--- src/rtl/core/hbsf_pkg.sv ---
`timescale 1ns / 1ps
// ----------------------------------------------------------------------------
// hbsf_pkg
// Shared types and constants of the histogram best-split finder.
// ----------------------------------------------------------------------------
package hbsf_pkg;

    localparam int DEFAULT_MAX_BINS = 256;
    localparam int QUEUE_DEPTH      = 2;
    localparam int CFG_IDX_W        = 2;
    localparam int CFG_DATA_W       = 40;
    localparam int NUM_W            = 82;  // numerator and quotient width
    localparam int DIV_W            = 42;  // divisor width

    localparam logic [CFG_IDX_W-1:0] CFG_QUAD_MODE  = 2'd0;
    localparam logic [CFG_IDX_W-1:0] CFG_LAMBDA     = 2'd1;
    localparam logic [CFG_IDX_W-1:0] CFG_MIN_WEIGHT = 2'd2;

    localparam logic [39:0]        MIN_WEIGHT_RESET = 40'd65536;
    localparam logic signed [47:0] SCORE_MINUS_ONE  = -48'sd65536;
    localparam logic [47:0]        SCORE_MAX        = 48'h7FFF_FFFF_FFFF;
    localparam logic [47:0]        SCORE_MIN        = 48'h8000_0000_0000;

    typedef struct packed {
        logic signed [31:0] bin_gradient;
        logic [31:0]        bin_weight;
        logic signed [39:0] node_gradient_total;
        logic [39:0]        node_weight_total;
        logic               last_bin;
    } t_in_item;

    typedef struct packed {
        logic signed [47:0] best_score;
        logic [7:0]         best_boundary;
        logic               split_found;
    } t_out_item;

    typedef struct packed {
        logic               last;
        logic [7:0]         boundary;
        logic signed [40:0] gl;
        logic [39:0]        wl;
        logic signed [40:0] gr;
        logic [39:0]        wr;
        logic signed [40:0] gt;
        logic [39:0]        wt;
    } t_job;

endpackage

--- src/rtl/core/histogram_best_split_finder_unit.sv ---
`timescale 1ns / 1ps
// ----------------------------------------------------------------------------
// histogram_best_split_finder_unit
// Finds the best split boundary of one feature histogram at one tree node.
// ----------------------------------------------------------------------------
// Bins enter on the input channel (valid/ready), one item per bin, each with
// the node's total gradient and weight. The front keeps the left-side sums and
// takes a bin every cycle while the job queue has room. Boundaries that pass
// the side-weight check, and the last bin, go into a two-entry queue.
// The back scores one boundary at a time with a shared 21x21 multiplier and a
// one-bit-per-cycle restoring divider over 82 bits. A scored boundary takes
// two quotients in mean mode and three squares and quotients in quadratic
// mode; bins that fail the weight check cost the back nothing. The result
// item is written to the output register from the emit state, which the
// back enters when the last bin reaches the head of the queue.
// The result sits in an output register until it is taken; while it waits,
// the back keeps working and bins keep entering until the queue fills.
// Reset is synchronous and active low: it clears the left sums, the best score
// (to -1.0), the queue and the registers to their reset values. Configuration
// writes are taken at once and must only happen while the block is idle.
// ----------------------------------------------------------------------------
module histogram_best_split_finder_unit #(
    parameter int MAX_BINS = hbsf_pkg::DEFAULT_MAX_BINS
) (
    input  logic                               i_clk,
    input  logic                               i_rst_n,
    input  logic                               i_in_valid,
    output logic                               o_in_ready,
    input  hbsf_pkg::t_in_item                  i_in_item,
    output logic                               o_out_valid,
    input  logic                               i_out_ready,
    output hbsf_pkg::t_out_item                 o_out_item,
    input  logic                               i_cfg_we,
    input  logic [hbsf_pkg::CFG_IDX_W-1:0]     i_cfg_index,
    input  logic [hbsf_pkg::CFG_DATA_W-1:0]    i_cfg_data
);
    import hbsf_pkg::*;

    // Configuration registers.
    logic        r_quad;
    logic [31:0] r_lambda;
    logic [39:0] r_min_weight;

    logic push, push_ready, job_valid, pop;
    t_job push_job, head_job;

    always_ff @(posedge i_clk) begin
        if (!i_rst_n) begin
            r_quad       <= 1'b0;
            r_lambda     <= '0;
            r_min_weight <= MIN_WEIGHT_RESET;
        end else if (i_cfg_we) begin
            case (i_cfg_index)
                CFG_QUAD_MODE:  r_quad       <= i_cfg_data[0];
                CFG_LAMBDA:     r_lambda     <= i_cfg_data[31:0];
                CFG_MIN_WEIGHT: r_min_weight <= i_cfg_data[39:0];
                default: ;
            endcase
        end
    end

    // Front: running sums, bin count and the side-weight check.
    hbsf_front #(
        .MAX_BINS(MAX_BINS)
    ) u_front (
        .i_clk        (i_clk),
        .i_rst_n      (i_rst_n),
        .i_in_valid   (i_in_valid),
        .o_in_ready   (o_in_ready),
        .i_in_item    (i_in_item),
        .i_min_weight (r_min_weight),
        .o_push       (push),
        .o_job        (push_job),
        .i_push_ready (push_ready)
    );

    // Job queue that decouples bin intake from scoring.
    hbsf_queue #(
        .DEPTH(QUEUE_DEPTH)
    ) u_queue (
        .i_clk        (i_clk),
        .i_rst_n      (i_rst_n),
        .i_push       (push),
        .i_job        (push_job),
        .o_push_ready (push_ready),
        .i_pop        (pop),
        .o_valid      (job_valid),
        .o_job        (head_job)
    );

    // Back: scoring, best tracking and the result register.
    hbsf_back u_back (
        .i_clk       (i_clk),
        .i_rst_n     (i_rst_n),
        .i_quad      (r_quad),
        .i_lambda    (r_lambda),
        .i_job_valid (job_valid),
        .i_job       (head_job),
        .o_pop       (pop),
        .o_out_valid (o_out_valid),
        .i_out_ready (i_out_ready),
        .o_out_item  (o_out_item)
    );

endmodule

--- src/rtl/core/hbsf_queue.sv ---
`timescale 1ns / 1ps
// ----------------------------------------------------------------------------
// hbsf_queue
// Small register FIFO of jobs between the front and the back.
// ----------------------------------------------------------------------------
module hbsf_queue #(
    parameter int DEPTH = hbsf_pkg::QUEUE_DEPTH
) (
    input  logic          i_clk,
    input  logic          i_rst_n,
    input  logic          i_push,
    input  hbsf_pkg::t_job i_job,
    output logic          o_push_ready,
    input  logic          i_pop,
    output logic          o_valid,
    output hbsf_pkg::t_job o_job
);
    import hbsf_pkg::*;

    localparam int PW = (DEPTH > 1) ? $clog2(DEPTH) : 1;
    localparam int CW = $clog2(DEPTH + 1);

    t_job          r_mem [DEPTH];
    logic [PW-1:0] r_wp, r_rp;
    logic [CW-1:0] r_cnt;
    logic          do_push, do_pop;

    assign o_push_ready = (r_cnt != CW'(DEPTH));
    assign o_valid      = (r_cnt != '0);
    assign o_job        = r_mem[r_rp];
    assign do_push      = i_push && o_push_ready;
    assign do_pop       = i_pop && o_valid;

    always_ff @(posedge i_clk) begin
        if (do_push) begin
            r_mem[r_wp] <= i_job;
        end
    end

    always_ff @(posedge i_clk) begin
        if (!i_rst_n) begin
            r_wp  <= '0;
            r_rp  <= '0;
            r_cnt <= '0;
        end else begin
            if (do_push) begin
                r_wp <= (r_wp == PW'(DEPTH - 1)) ? '0 : r_wp + 1'b1;
            end
            if (do_pop) begin
                r_rp <= (r_rp == PW'(DEPTH - 1)) ? '0 : r_rp + 1'b1;
            end
            if (do_push && !do_pop) begin
                r_cnt <= r_cnt + 1'b1;
            end else if (do_pop && !do_push) begin
                r_cnt <= r_cnt - 1'b1;
            end
        end
    end

endmodule

--- src/rtl/core/hbsf_front.sv ---
`timescale 1ns / 1ps
// ----------------------------------------------------------------------------
// hbsf_front
// Accepts bins, keeps the left-side sums and checks the side weights.
// ----------------------------------------------------------------------------
module hbsf_front #(
    parameter int MAX_BINS = hbsf_pkg::DEFAULT_MAX_BINS
) (
    input  logic              i_clk,
    input  logic              i_rst_n,
    input  logic              i_in_valid,
    output logic              o_in_ready,
    input  hbsf_pkg::t_in_item i_in_item,
    input  logic [39:0]       i_min_weight,
    output logic              o_push,
    output hbsf_pkg::t_job     o_job,
    input  logic              i_push_ready
);
    import hbsf_pkg::*;

    localparam int CW = $clog2(MAX_BINS);

    logic [39:0]   r_wl, r_gl, n_wl, n_gl;
    logic [CW-1:0] r_cnt, cnt_inc;
    logic [40:0]   wr;
    logic          accept, capped, qualified;

    assign o_in_ready = i_push_ready;
    assign accept     = i_in_valid && i_push_ready;
    assign capped     = (r_cnt >= CW'(MAX_BINS - 1));
    assign cnt_inc    = r_cnt + 1'b1;

    assign n_wl = r_wl + {8'd0, i_in_item.bin_weight};
    assign n_gl = r_gl + {{8{i_in_item.bin_gradient[31]}}, i_in_item.bin_gradient};
    assign wr   = {1'b0, i_in_item.node_weight_total} - {1'b0, n_wl};

    // Both sides must reach the minimum; a negative right side fails.
    assign qualified = (n_wl >= i_min_weight) && !wr[40] && (wr[39:0] >= i_min_weight);

    assign o_push = accept && (i_in_item.last_bin || (!capped && qualified));

    always_comb begin
        o_job          = '0;
        o_job.last     = i_in_item.last_bin;
        o_job.boundary = 8'(cnt_inc);
        o_job.gl       = {n_gl[39], n_gl};
        o_job.wl       = n_wl;
        o_job.gt       = {i_in_item.node_gradient_total[39], i_in_item.node_gradient_total};
        o_job.gr       = o_job.gt - o_job.gl;
        o_job.wr       = wr[39:0];
        o_job.wt       = i_in_item.node_weight_total;
    end

    always_ff @(posedge i_clk) begin
        if (!i_rst_n) begin
            r_wl  <= '0;
            r_gl  <= '0;
            r_cnt <= '0;
        end else if (accept) begin
            if (i_in_item.last_bin) begin
                r_wl  <= '0;
                r_gl  <= '0;
                r_cnt <= '0;
            end else if (!capped) begin
                r_wl  <= n_wl;
                r_gl  <= n_gl;
                r_cnt <= cnt_inc;
            end
        end
    end

endmodule

--- src/rtl/core/hbsf_back.sv ---
`timescale 1ns / 1ps
// ----------------------------------------------------------------------------
// hbsf_back
// Scores one boundary at a time with a shared multiplier and divider.
// ----------------------------------------------------------------------------
module hbsf_back (
    input  logic               i_clk,
    input  logic               i_rst_n,
    input  logic               i_quad,
    input  logic [31:0]        i_lambda,
    input  logic               i_job_valid,
    input  hbsf_pkg::t_job      i_job,
    output logic               o_pop,
    output logic               o_out_valid,
    input  logic               i_out_ready,
    output hbsf_pkg::t_out_item o_out_item
);
    import hbsf_pkg::*;

    typedef enum logic [2:0] {
        S_IDLE, S_LOAD, S_MUL, S_DIV, S_SUM, S_FINAL, S_BEST, S_EMIT
    } t_state;

    t_state             r_state;
    t_job               r_job;
    logic [1:0]         r_term, r_mstep;
    logic [40:0]        r_m;
    logic               r_neg, r_neg0, r_neg1;
    logic [NUM_W-1:0]   r_acc, r_quo, r_q0, r_q1, r_q2;
    logic [DIV_W-1:0]   r_d;
    logic [DIV_W-1:0]   r_rem;
    logic [6:0]         r_bit;
    logic [NUM_W:0]     r_sum;
    logic signed [47:0] r_score, r_best;
    logic [7:0]         r_bound;
    logic               r_found;
    logic               r_out_valid;
    t_out_item          r_out;

    logic signed [40:0] sel_g;
    logic [DIV_W-1:0]   sel_d;
    logic [40:0]        sel_m;
    logic [20:0]        mx, my;
    logic [41:0]        prod;
    logic [NUM_W-1:0]   prod_sh, quo_fix;
    logic [DIV_W:0]     rem_sh;
    logic               take;
    logic [NUM_W:0]     v0, v1, qd, dpos, dneg, aval;
    logic [47:0]        fscore;
    logic [1:0]         last_term;
    logic               emit_now;

    assign o_out_valid = r_out_valid;
    assign o_out_item  = r_out;
    assign last_term   = i_quad ? 2'd2 : 2'd1;

    // The result register can take a new item when empty or being drained.
    assign emit_now = (r_state == S_EMIT) && (!r_out_valid || i_out_ready);

    always_comb begin
        case (r_term)
            2'd0: begin
                sel_g = r_job.gl;
                sel_d = {2'b0, r_job.wl} + (i_quad ? {10'd0, i_lambda} : '0);
            end
            2'd1: begin
                sel_g = r_job.gr;
                sel_d = {2'b0, r_job.wr} + (i_quad ? {10'd0, i_lambda} : '0);
            end
            default: begin
                sel_g = r_job.gt;
                sel_d = {2'b0, r_job.wt};
            end
        endcase
        sel_m = sel_g[40] ? 41'(-sel_g) : 41'(sel_g);
    end

    // Square of a 41-bit magnitude from three 21-bit partial products.
    always_comb begin
        case (r_mstep)
            2'd0: begin
                mx = r_m[20:0];
                my = r_m[20:0];
            end
            2'd1: begin
                mx = r_m[20:0];
                my = {1'b0, r_m[40:21]};
            end
            default: begin
                mx = {1'b0, r_m[40:21]};
                my = {1'b0, r_m[40:21]};
            end
        endcase
        prod = mx * my;
        case (r_mstep)
            2'd0:    prod_sh = NUM_W'(prod);
            2'd1:    prod_sh = NUM_W'(prod) << 22;
            default: prod_sh = NUM_W'(prod) << 42;
        endcase
    end

    assign rem_sh  = {r_rem, r_acc[NUM_W-1]};
    assign take    = (rem_sh >= {1'b0, r_d});
    assign quo_fix = (r_d == '0) ? '0 : {r_quo[NUM_W-2:0], take};

    always_comb begin
        v0   = r_neg0 ? ('0 - {1'b0, r_q0}) : {1'b0, r_q0};
        v1   = r_neg1 ? ('0 - {1'b0, r_q1}) : {1'b0, r_q1};
        qd   = {1'b0, r_q2};
        dpos = r_sum - qd;
        dneg = qd - r_sum;
        aval = r_sum[NUM_W] ? ('0 - r_sum) : r_sum;
        if (i_quad) begin
            if (r_sum >= qd) begin
                fscore = (dpos > {35'd0, SCORE_MAX}) ? SCORE_MAX : dpos[47:0];
            end else begin
                fscore = (dneg > {35'd0, SCORE_MIN}) ? SCORE_MIN : 48'(-dneg[47:0]);
            end
        end else begin
            fscore = (aval > {35'd0, SCORE_MAX}) ? SCORE_MAX : aval[47:0];
        end
    end

    always_ff @(posedge i_clk) begin
        if (!i_rst_n) begin
            r_state     <= S_IDLE;
            r_best      <= SCORE_MINUS_ONE;
            r_bound     <= '0;
            r_found     <= 1'b0;
            r_out_valid <= 1'b0;
            o_pop       <= 1'b0;
        end else begin
            o_pop <= emit_now
                  || (r_state == S_IDLE && i_job_valid && !o_pop && !i_job.last);
            if (emit_now) begin
                r_out_valid <= 1'b1;
            end else if (i_out_ready) begin
                r_out_valid <= 1'b0;
            end
            case (r_state)
                S_IDLE: begin
                    if (i_job_valid && !o_pop) begin
                        r_job  <= i_job;
                        r_term <= 2'd0;
                        r_state <= i_job.last ? S_EMIT : S_LOAD;
                    end
                end
                S_LOAD: begin
                    r_m     <= sel_m;
                    r_neg   <= sel_g[40];
                    r_d     <= sel_d;
                    r_rem   <= '0;
                    r_bit   <= 7'(NUM_W - 1);
                    r_mstep <= 2'd0;
                    if (i_quad) begin
                        r_acc   <= '0;
                        r_state <= S_MUL;
                    end else begin
                        r_acc   <= NUM_W'(sel_m) << 16;
                        r_state <= S_DIV;
                    end
                end
                S_MUL: begin
                    r_acc   <= r_acc + prod_sh;
                    r_mstep <= r_mstep + 1'b1;
                    if (r_mstep == 2'd2) begin
                        r_state <= S_DIV;
                    end
                end
                S_DIV: begin
                    r_acc <= {r_acc[NUM_W-2:0], 1'b0};
                    r_rem <= take ? DIV_W'(rem_sh - {1'b0, r_d}) : rem_sh[DIV_W-1:0];
                    r_quo <= {r_quo[NUM_W-2:0], take};
                    r_bit <= r_bit - 1'b1;
                    if (r_bit == '0) begin
                        case (r_term)
                            2'd0: begin
                                r_q0   <= quo_fix;
                                r_neg0 <= r_neg;
                            end
                            2'd1: begin
                                r_q1   <= quo_fix;
                                r_neg1 <= r_neg;
                            end
                            default: r_q2 <= quo_fix;
                        endcase
                        if (r_term == last_term) begin
                            r_state <= S_SUM;
                        end else begin
                            r_term  <= r_term + 1'b1;
                            r_state <= S_LOAD;
                        end
                    end
                end
                S_SUM: begin
                    r_sum   <= i_quad ? ({1'b0, r_q0} + {1'b0, r_q1}) : (v0 - v1);
                    r_state <= S_FINAL;
                end
                S_FINAL: begin
                    r_score <= fscore;
                    r_state <= S_BEST;
                end
                S_BEST: begin
                    r_found <= 1'b1;
                    if (r_score > r_best) begin
                        r_best  <= r_score;
                        r_bound <= r_job.boundary;
                    end
                    r_state <= S_IDLE;
                end
                S_EMIT: begin
                    if (emit_now) begin
                        r_out.best_score    <= r_best;
                        r_out.best_boundary <= r_bound;
                        r_out.split_found   <= r_found;
                        r_best              <= SCORE_MINUS_ONE;
                        r_bound             <= '0;
                        r_found             <= 1'b0;
                        r_state             <= S_IDLE;
                    end
                end
                default: r_state <= S_IDLE;
            endcase
        end
    end

endmodule

--- config.mk ---
export PLATFORM = sky130hd
export DESIGN_NAME = histogram_best_split_finder_unit
export DESIGN_NICKNAME = d
export VERILOG_FILES = /design/src/rtl/core/hbsf_pkg.sv /design/src/rtl/core/histogram_best_split_finder_unit.sv /design/src/rtl/core/hbsf_queue.sv /design/src/rtl/core/hbsf_front.sv /design/src/rtl/core/hbsf_back.sv
export SDC_FILE = /design/constraint.sdc
export NUM_CORES = 2
export LEC_CHECK = 0
export ABC_AREA = 0
export BUFFER_PORTS_ARGS = -buffer_cell sky130_fd_sc_hd__buf_2
export CAP_MARGIN = 20
export CORE_ASPECT_RATIO = 1.75
export CORE_MARGIN = 4
export CORE_UTILIZATION = 58
export CTS_BUF_LIST = sky130_fd_sc_hd__clkbuf_4 sky130_fd_sc_hd__clkbuf_8 sky130_fd_sc_hd__clkbuf_16
export CTS_CLUSTER_SIZE = 24
export DETAILED_ROUTE_END_ITERATION = 10
export PLACE_DENSITY = 0.74
export SLEW_MARGIN = 25
export SYNTH_ARGS = -nofsm -noshare
export SYNTH_HDL_FRONTEND = slang
export SYNTH_SLANG_ARGS = --single-unit
--- constraint.sdc ---
create_clock -name i_clk -period 25 [get_ports i_clk]
set_input_delay 2.5 -clock i_clk [delete_from_list [all_inputs] [get_ports i_clk]]
set_output_delay 2.5 -clock i_clk [all_outputs]
set_load 0.01 [all_outputs]
==> results.json <==
{
  "synth_flop_cell": "edfxtp_1",
  "routed_wl_um": 517000,
  "maxCapViolCount": 0,
  "synthSimpleGateAreaFrac_pct": 13.7,
  "fp.coreArea_sq_mm": 0.212,
  "rsz0062_at_grt": "no",
  "r2r_slack_ns": 10.12,
  "track_usage_pct": 46.0,
  "gp_congestion": 1.09,
  "max_freq_mhz": 67.2,
  "required_ns": 25.57,
  "slew_headroom_pct": 12.0,
  "rows": 224,
  "status": "completed",
  "cp_slowest_cell": "mux2i_2",
  "postSynthCellCount": 12700,
  "finalSetupViolations": 0,
  "ctsResizeCount": 0,
  "routedWlPerCell_um": 32.8,
  "grt_max_degree": 148,
  "dp_hpwl_um": 400000,
  "antenna_found_initial": 72,
  "async_reset_ff_share_pct": 0,
  "synthXorXnorAreaFrac_pct": 6.19,
  "fin_crit_sh_pct": 59.5,
  "ant_nets": 0,
  "hold_depth": 0,
  "r2r_cells": 43,
  "synth_area_per_cell_sq_um": 9.78,
  "synth_compound_area_share_pct": 17.1,
  "crit_type": "reg2reg",
  "setup_tns_ns": 0,
  "ys_ff_latch": 1712,
  "area_growth_pct": 8.72,
  "crit_arrival_ns": 15.45,
  "crit_path_frequent_cell": "fa_1",
  "final_cell_mix": "edfxtp_1, nand2_1, inv_1, a21oi_1, nor2_1",
  "die_w_um": 357,
  "via_per_inst": 6.84,
  "cpPeakStageDelay_ns": 0.97,
  "root_buffer": "clkbuf_16",
  "fin_ws_ns": 10.12,
  "holdBufCountCts": 0,
  "portBuffers": 250,
  "holdCritStartpoint": "u_back.r_quo[38]",
  "synth-seq-area-share_pct": 39.7,
  "synth_top_family_by_area": "compound AO/OA/AOI/OAI gates",
  "synth_top_area_cell": "edfxtp_1",
  "syn-num-nets": 14100,
  "syn_area_sq_mm": 0.124,
  "clk_pin_slew_ns": 0.07,
  "yosys_warnings": 0,
  "nNetsFinal": 14300,
  "first_pass_iters": 7,
  "skew_ns": 0.160,
  "post_cts_buffers": 0,
  "critical_path.startpoint_type": "register",
  "synth-edff-count": 1484,
  "cts_max_level": 4,
  "drc": 0,
  "holdWs_ns": 0.376,
  "overflow": 0,
  "drive_gt1_share_pct": 9.63,
  "timing.rr.end": "u_back.r_acc[78]",
  "tightest_slew_ns": 1.31,
  "period_minus_slack_ns": 14.88,
  "die_h_um": 619,
  "ys_top_cells_by_area": "edfxtp_1, ha_1, fa_1",
  "ios": 251,
  "end_kind": "register",
  "cts_tree": "done",
  "place_ws_ns": 10.53,
  "cts_made_buffers": 161,
  "yosysTopAreaCellShare_pct": 36.0,
  "finalMaxSlewViolations": 0,
  "drt_iter0_markers": 10600,
  "initial_core_util_pct": 58.3,
  "worstHoldEndpoint": "u_back.r_quo[39]",
  "crit_path_max_fanout": 49,
  "synth_fa_ha_area_share_pct": 15.3,
  "fp.dieArea_sq_mm": 0.221,
  "nFillCells": 16500,
  "min_path_type": "reg2reg",
  "finalHoldViolations": 0,
  "reg2reg_from": "u_back.r_mstep[0]",
  "grt_pass1_wl_um": 740000,
  "synth_mux_area_share_pct": 3.44,
  "cts_buffer_depth": 4,
  "first_global_vias": 110000,
  "vias": 108000,
  "cts.sinks": 1712,
  "final_common_cell": "edfxtp_1",
  "worstSkewPairLatency_ns": 0.92,
  "yosysUniqueCellTypes": 97
}
## cells in the mapped netlist, types with 44 or more instances
| cell type | number |
|---|---|
| a211oi_1 | 70 |
| a21o_1 | 402 |
| a21oi_1 | 1005 |
| a221oi_1 | 44 |
| a22o_1 | 76 |
| a22oi_1 | 121 |
| a31oi_1 | 85 |
| and2_1 | 121 |
| and3_1 | 102 |
| clkbuf_1 | 439 |
| dfxtp_1 | 228 |
| edfxtp_1 | 1484 |
| fa_1 | 369 |
| ha_1 | 927 |
| inv_1 | 988 |
| mux2_2 | 300 |
| mux2i_1 | 88 |
| nand2_1 | 1140 |
| nand2b_1 | 111 |
| nand3_1 | 184 |
| nand4_1 | 173 |
| nor2_1 | 956 |
| nor2b_1 | 179 |
| nor3_1 | 233 |
| nor4_1 | 79 |
| o211ai_1 | 52 |
| o21a_1 | 102 |
| o21ai_0 | 720 |
| o21bai_1 | 118 |
| o31ai_1 | 119 |
| o41ai_1 | 44 |
| or2_2 | 49 |
| or3_1 | 94 |
| or4_1 | 56 |
| xnor2_1 | 586 |
| xor2_1 | 289 |
## critical path, delay by kind of cell, from the launching register on
kind	cells	cell delay, ns
mux	1	0.97
xor+xnor	2	0.46
buf+inv	6	1.17
fa+ha+maj	10	4.74
flops	1	0.43
compound gates	19	5.78
simple gates	5	1.00
## cell families after synthesis
| family | after synthesis |
|---|---|
| muxes | 388 |
| AOI/OAI and AO/OA | 3311 |
| adders and majority gates | 1296 |
| and+or+nand+nor | 3587 |
| xor gates and xnor gates | 875 |
| buffers and inverters | 1484 |
| DFF | 1712 |
## metrics by stage
step / utilization, % / cell area (sq um) / std cells
after floorplan: - / 124000 / 12700
after global placement: 60.5 / 129000 / 15400
after detailed placement: 60.6 / 129000 / 15400
after CTS: 63.2 / 134000 / 15700
after global routing: 63.3 / 134000 / 15800
final: 63.3 / 135000 / 15800
## state kept, by name, indices dropped and copies added, names as in the netlist, 3 cells and up, named ones only
register,count
u_queue.r_mem,500
u_back.r_job,249
u_back.r_sum,83
u_back.r_acc,82
u_back.r_q0,82
u_back.r_q1,82
u_back.r_q2,82
u_back.r_quo,81
u_back.o_out_item,57
u_back.r_best,48
u_back.r_score,48
u_back.r_rem,42
u_back.r_d,41
u_back.r_m,41
r_min_weight,40
u_front.r_gl,40
u_front.r_wl,40
r_lambda,32
u_back.r_bound,8
u_front.r_cnt,8
u_back.r_bit,7
u_back.r_state,3
## cell type report
class                           count  area, sq um  area share [%]
Antenna cell                       63          158           0.117
Clock buffer                      198         4390            3.26
Clock inverter                     89         1060           0.791
Inverter                          991         3730            2.77
Multi-Input combinational cell   9457        69700            51.8
Sequential cell                  1712        49100            36.5
Tap cell                         2825         3530            2.63
Timing Repair Buffer              451         2910            2.16
## worst max-delay path by stage
stage                           start                   to  slack, ns  depth (start not counted)
global route        u_back.r_mstep[0]     u_back.r_acc[78]       9.64                         43
finish              u_back.r_mstep[0]     u_back.r_acc[78]      10.12                         43
floorplan               i_in_item[81]  u_queue.r_mem[0][0]       5.30                         37
CTS                 u_back.r_mstep[0]     u_back.r_acc[78]      10.48                         43
global placement    u_back.r_mstep[0]     u_back.r_acc[78]      10.59                         43
detailed placement  u_back.r_mstep[0]     u_back.r_acc[78]      10.53                         43
## per-layer routing
layer	up-vias	share of wire, %	global-route usage [%]
met5	-	0.022	0.0440
met4	14	15	53.7
met3	3150	8.2	11.9
met2	7253	49	79.6
met1	51600	28	39.8
li1	46000	-	-
Power is left out: the tool's default activity adds up to more than one toggle a clock period on the data nets, which glitch-free logic cannot reach.
